File: config.mk
export PLATFORM = sky130hd
export DESIGN_NAME = psd_sqrt
export DESIGN_NICKNAME = d
export VERILOG_FILES = /design/src/rtl/psd_pkg.sv /design/src/rtl/psd_sqrt.sv
export SDC_FILE = /design/constraint.sdc
export NUM_CORES = 2
export LEC_CHECK = 0
export ABC_AREA = 1
export BUFFER_PORTS_ARGS = -buffer_cell sky130_fd_sc_hd__buf_2
export CAP_MARGIN = 10
export CORE_MARGIN = 1
export CORE_UTILIZATION = 45
export DETAILED_ROUTE_END_ITERATION = 10
export MAX_ROUTING_LAYER = met4
export PLACE_DENSITY = 0.62
export SYNTH_ARGS = -nofsm -noshare
export SYNTH_HDL_FRONTEND = slang
export SYNTH_SLANG_ARGS = --single-unit
File: constraint.sdc
create_clock -name clk -period 2.9 [get_ports clk]
set_input_delay 0.29 -clock clk [delete_from_list [all_inputs] [get_ports clk]]
set_output_delay 0.29 -clock clk [all_outputs]
set_load 0.01 [all_outputs]
File: src/rtl/psd_pkg.sv
package psd_pkg;

  // field and datapath widths
  localparam int CW     = 24;          // external fields
  localparam int DW     = CW + 1;      // coordinate differences
  localparam int PW     = 2 * DW;      // products of differences
  localparam int NUMW   = PW + 1;      // r and s numerators
  localparam int SQW    = PW;          // sums of squares
  localparam int FRAC   = 16;          // fraction bits of r and s
  localparam int QW     = CW - 1;      // quotient magnitude bits
  localparam int LOWW   = QW - FRAC;   // dividend bits shifted in by the divider
  localparam int ROOTW  = SQW / 2;     // square root bits
  localparam int RREMW  = ROOTW + 3;   // square root partial remainder
  localparam int FPW    = CW + DW;     // foot offset product
  localparam int OFFW   = FPW - FRAC;  // foot offset after scaling
  localparam int CFG_IW = 3;

  localparam int DIV_LAT  = QW + 3;
  localparam int SQRT_LAT = ROOTW + 1;
  localparam int PIPE_LAT = 11 + DIV_LAT + SQRT_LAT;

  localparam logic signed [CW-1:0] SMAX = {1'b0, {(CW-1){1'b1}}};
  localparam logic signed [CW-1:0] SMIN = {1'b1, {(CW-1){1'b0}}};
  localparam logic        [CW-1:0] UMAX = {CW{1'b1}};
  localparam logic signed [CW-1:0] R_OUT_OF_WAY = CW'(6553600);

  typedef enum logic [CFG_IW-1:0] {
    REG_AX = 3'd0,
    REG_AY = 3'd1,
    REG_BX = 3'd2,
    REG_BY = 3'd3
  } psd_reg_t;

  typedef struct packed {
    logic signed [CW-1:0] point_x;
    logic signed [CW-1:0] point_y;
  } psd_point_t;

  typedef struct packed {
    logic signed [CW-1:0] param_r;
    logic signed [CW-1:0] param_s;
    logic signed [CW-1:0] proj_x;
    logic signed [CW-1:0] proj_y;
    logic        [CW-1:0] seg_distance;
    logic signed [CW-1:0] near_x;
    logic signed [CW-1:0] near_y;
    logic                 zero_length;
  } psd_result_t;

endpackage

File: src/rtl/psd_sqrt.sv
module psd_sqrt
  import psd_pkg::*;
(
  input  logic             clk,
  input  logic [SQW-1:0]   n,
  output logic [ROOTW-1:0] root
);

  logic [SQW-1:0]   op_s   [0:ROOTW];
  logic [RREMW-1:0] rem_s  [0:ROOTW];
  logic [ROOTW-1:0] root_s [0:ROOTW];

  always_ff @(posedge clk) begin
    op_s[0]   <= n;
    rem_s[0]  <= '0;
    root_s[0] <= '0;
  end

  // one result bit per stage, two operand bits brought down each time
  for (genvar k = 0; k < ROOTW; k++) begin : g_step
    logic [RREMW-1:0] t;
    logic [RREMW-1:0] trial;
    logic             ge;
    assign t     = {rem_s[k][RREMW-3:0], op_s[k][SQW-1 -: 2]};
    assign trial = {1'b0, root_s[k], 2'b01};
    assign ge    = t >= trial;
    always_ff @(posedge clk) begin
      rem_s[k+1]  <= ge ? t - trial : t;
      root_s[k+1] <= {root_s[k][ROOTW-2:0], ge};
      op_s[k+1]   <= {op_s[k][SQW-3:0], 2'b00};
    end
  end

  assign root = root_s[ROOTW];

endmodule
==> out/metrics.yaml <==
worst_setup_path:
  critPathMaxStageDelay_ps: 520
  timing.critical_path.required_ps: 3580
  critical_path.cell_chain: "inv_1, ha_1, nand2_1, nor2_1, nand2_1, nor2_1, nand2_1, nand2_1, nor2_1, nand2_2, inv_2, o21ai_1"
  worstSetupEndpointType: "flip-flop"
  timing.critical_path.arrival_ps: 3320
  worstPathMaxFanout: 34
  crit_path_top_delay_cell: "sky130_fd_sc_hd__dfxtp_1"
  worst_setup_path_start_kind: "flip-flop"
  worst-setup-path-type: "flip-flop to flip-flop"
  path_common_cell: "sky130_fd_sc_hd__nand2_1"
global_route:
  groute.usage.overall_pct: 24.6
  grt_start_max_net_pins: 35
  number_of_antenna_violations_at_the_first_check_in_global_routing: 8
  grt_pass1_wl_um: 289000
  grt_pass1_vias: 53588
  grt-ovfl-total: 0
timing:
  tightest_slew_ps: 763
  final_setup_violations: 0
  report.final.hold_viol_count: 0
  setup_repair_after_global_routing_missed_its_margin: "false"
  timing.max_slew.rel_slack_pct: 48.6
  worst_clock_skew_ps: 44.0
  timing.final.ws_setup_ps: 257
  total_negative_slack_ps: 0
  period_share_pct: 91.1
  clock.fmax_ghz: 0.378
  maxSlewViolCount: 0
  min_period_ps: 2640
clocking:
  clock_tree.root_cell: "sky130_fd_sc_hd__clkbuf_16"
  cts_htree_levels: 4
  clock_sinks: 1564
  cts_max_path_buffers: 3
  worst_setup_hold_path_clk_slew_ps: 60
  worst_skew_pair.late_latency_ps: 810
  cts_inserted_buffers: 160
  tritoncts: "done"
floorplan:
  row_count: 142
  start_util_pct: 45.6
  boundaryPins: 76
  fp.dieW_um: 393
  core_area_mm2: 0.151
  die_h_um: 393
  dieArea_mm2: 0.154
status:
  status: "finished clean"
drt:
  drt-vias-per-instance: 4.78
  antenna_violating_nets_post_route: 0
  drcViolationCount: 0
  route.vias.total: 56179
  firstDrtPassIters: 6
  routed_wire_length_per_instance_um: 15.6
  drt_iter0_drc: 4045
  route.final.wire_length_um: 184000
synthesis:
  yosysUniqueCellTypes: 57
  synthFlopType: "sky130_fd_sc_hd__dfxtp_1"
  synth.top_cells.by_count: "sky130_fd_sc_hd__nand2_1 (2992), sky130_fd_sc_hd__inv_1 (1638), sky130_fd_sc_hd__dfxtp_1 (1564)"
  synth-warning-count: 0
  synth_adder_area_share_pct: 6.42
  synthesis.area_mm2: 0.0686
  yosysTopAreaCellShare_pct: 45.6
  synth_compound_gate_area_share_pct: 5.49
  ys_ff_latch: 1564
  yosysMostFrequentCell: "sky130_fd_sc_hd__nand2_1"
  count_of_flip_flops_with_a_built_in_enable_after_synthesis: 0
  simple_gate_fraction_of_synth_area_pct: 29.2
  synth_top_area_cells: "sky130_fd_sc_hd__dfxtp_1 (46%), sky130_fd_sc_hd__nand2_1 (16%), sky130_fd_sc_hd__inv_1 (9.0%)"
  ys_seq_area_share_pct: 45.6
  synth_area_leader_cell: "sky130_fd_sc_hd__dfxtp_1"
  synthArstFlopShare_pct: 0
  synth.mux.area_fraction_pct: 0
  largest_family_of_logic_cells_by_synthesized_area: "simple AND/OR/NAND/NOR gates"
  syn_avg_cell_area_um2: 7.34
  synth_fp_nets: 9760
  synth-xor-area-share_pct: 3.18
  netlist_instances: 9357
power_and_ir_drop:
  internal_power_mw: 43.2
  cellLeakagePower_nw: 40.7
  vdd_ir_drop_max_v: 0.000807
  p_switching_mw: 23.2
  sw_frac_of_total_pct: 35.0
  pwr-share-comb_pct: 25.2
  power_frac_clock_pct: 31.8
  power.sequential.fraction_pct: 43.0
  power_density_mw_per_mm2: 859
placed_design:
  place_inst: 11418
  place.port_buffers: 75
  weighted_congestion_reported_at_the_end_of_routability_driven_placement: 0.935
  dp_slack_ps: 192
  detailed_place.area_mm2: 0.0712
  post-dp-hpwl_um: 148000
job:
  maxCapViolCount: 0
hold_path:
  min_delay_worst_type: "input port to flip-flop"
cells_and_area:
  layout.nets: 10017
  syn_to_final_growth_pct: 12.6
  postLayoutCoreUtil_pct: 51.3
  post_route_cells_drive_above_1_share_pct: 6.31
  layout.cells.non_filler: 11765
  fillers: 15054
  finalInstanceArea_mm2: 0.0773
[area by class of cell]
type / count / area, µm² / share of cell area [%]
well taps: 2016 / 2520 / 3.26
inverters: 1660 / 6240 / 8.07
clock buffers: 215 / 4490 / 5.81
multi-input cells: 6061 / 30400 / 39.3
diodes: 2 / 5.00 / 0.00648
flip-flops and latches: 1564 / 31300 / 40.5
clock inverters: 80 / 1070 / 1.38
repair buffers: 167 / 1250 / 1.62
[layout by cell type, fill, tap and decap left out, types with 26 or more instances in the layout]
master                          Yosys  routed
sky130_fd_sc_hd__nand2_1         2992    2992
sky130_fd_sc_hd__inv_1           1638    1638
sky130_fd_sc_hd__dfxtp_1         1564    1564
sky130_fd_sc_hd__nor2_1           771     771
sky130_fd_sc_hd__nand3_1          535     535
sky130_fd_sc_hd__ha_1             352     352
sky130_fd_sc_hd__a21oi_1          318     318
sky130_fd_sc_hd__o21ai_0          162     161
sky130_fd_sc_hd__nand4_1          161     161
sky130_fd_sc_hd__clkbuf_16          0     161
sky130_fd_sc_hd__xnor2_1          142     142
sky130_fd_sc_hd__xor2_1           107     107
sky130_fd_sc_hd__o21ai_1          102     103
sky130_fd_sc_hd__nand3b_1          76      76
sky130_fd_sc_hd__buf_2              6      75
sky130_fd_sc_hd__nand2_2           58      58
sky130_fd_sc_hd__nor3_1            57      57
sky130_fd_sc_hd__dlygate4sd3_1      0      50
sky130_fd_sc_hd__buf_4             23      37
sky130_fd_sc_hd__a21oi_2           32      31
sky130_fd_sc_hd__nor2_2            30      30
sky130_fd_sc_hd__clkbuf_1           1      28
sky130_fd_sc_hd__o21ai_2           27      27
sky130_fd_sc_hd__clkbuf_8           0      26
[power by group through the flow]
| stage | logic (mW) | registers, mW | clock network (mW) |
|---|---|---|---|
| 2_1_floorplan | 12.6 | 27.3 | 0 |
| 3_3_place_gp | 16.4 | 29.1 | 0 |
| 3_5_place_dp | 16.6 | 29.0 | 0 |
| 4_1_cts | 16.7 | 28.6 | 21.7 |
| 5_1_grt | 19.1 | 28.9 | 22.6 |
| 6_report | 16.7 | 28.6 | 21.1 |
[kinds of logic after synthesis]
| kind of cell | Yosys count |
|---|---|
| buf+inv | 1732 |
| xor+xnor | 249 |
| simple gates | 4776 |
| other cells | 1 |
| compound gates | 683 |
| flops | 1564 |
| fa+ha+maj | 352 |
[through the flow]
| stage | power (mW) | hold slack, ps |
|---|---|---|
| after detailed placement | 45.6 | 312 |
| final | 66.4 | 117 |
| after global routing | 70.7 | 85.4 |
| after floorplan | 40.0 | 310 |
| after global placement | 45.5 | 310 |
| after CTS | 67.0 | 53.8 |
[layer usage]
layer / track usage (%) / routed length (µm)
met3: 3.69 / 9650
met4: 8.31 / 5950
met2: 39.7 / 83900
met1: 31.3 / 84500
met5: - / 0
[worst paths after layout]
path,start,end,slack [ps],cells after the start
setup / recovery,root_s[1][39],rem_s[9][12],260,12
hold / removal,n[48],op_s[0][48],120,2
setup reg to reg,root_s[1][39],rem_s[9][12],260,12
hold reg to reg,op_s[0][139],op_s[0][191],310,0
[flip-flops by register name, indices dropped and copies added (netlist names)]
register	cells
op_s	650
rem_s	589
root_s	325
[worst max-delay path, delay by kind of cell (launching register included)]
| family | cells | cell delay, ps |
|---|---|---|
| AND/OR/NAND/NOR | 8 | 870 |
| buffers and inverters | 2 | 290 |
| adder cells (fa/ha/maj) | 1 | 410 |
| AO/OA/AOI/OAI | 1 | 400 |
| flip-flops | 1 | 520 |
[repair_timing]
action,in CTS,in global routing
buffers inserted,0,0
endpoints found under the hold margin,50,0
hold buffers,50,0
resized for setup,0,2
endpoints found under the setup margin,0,2
Power figures use the tool's default switching activity.
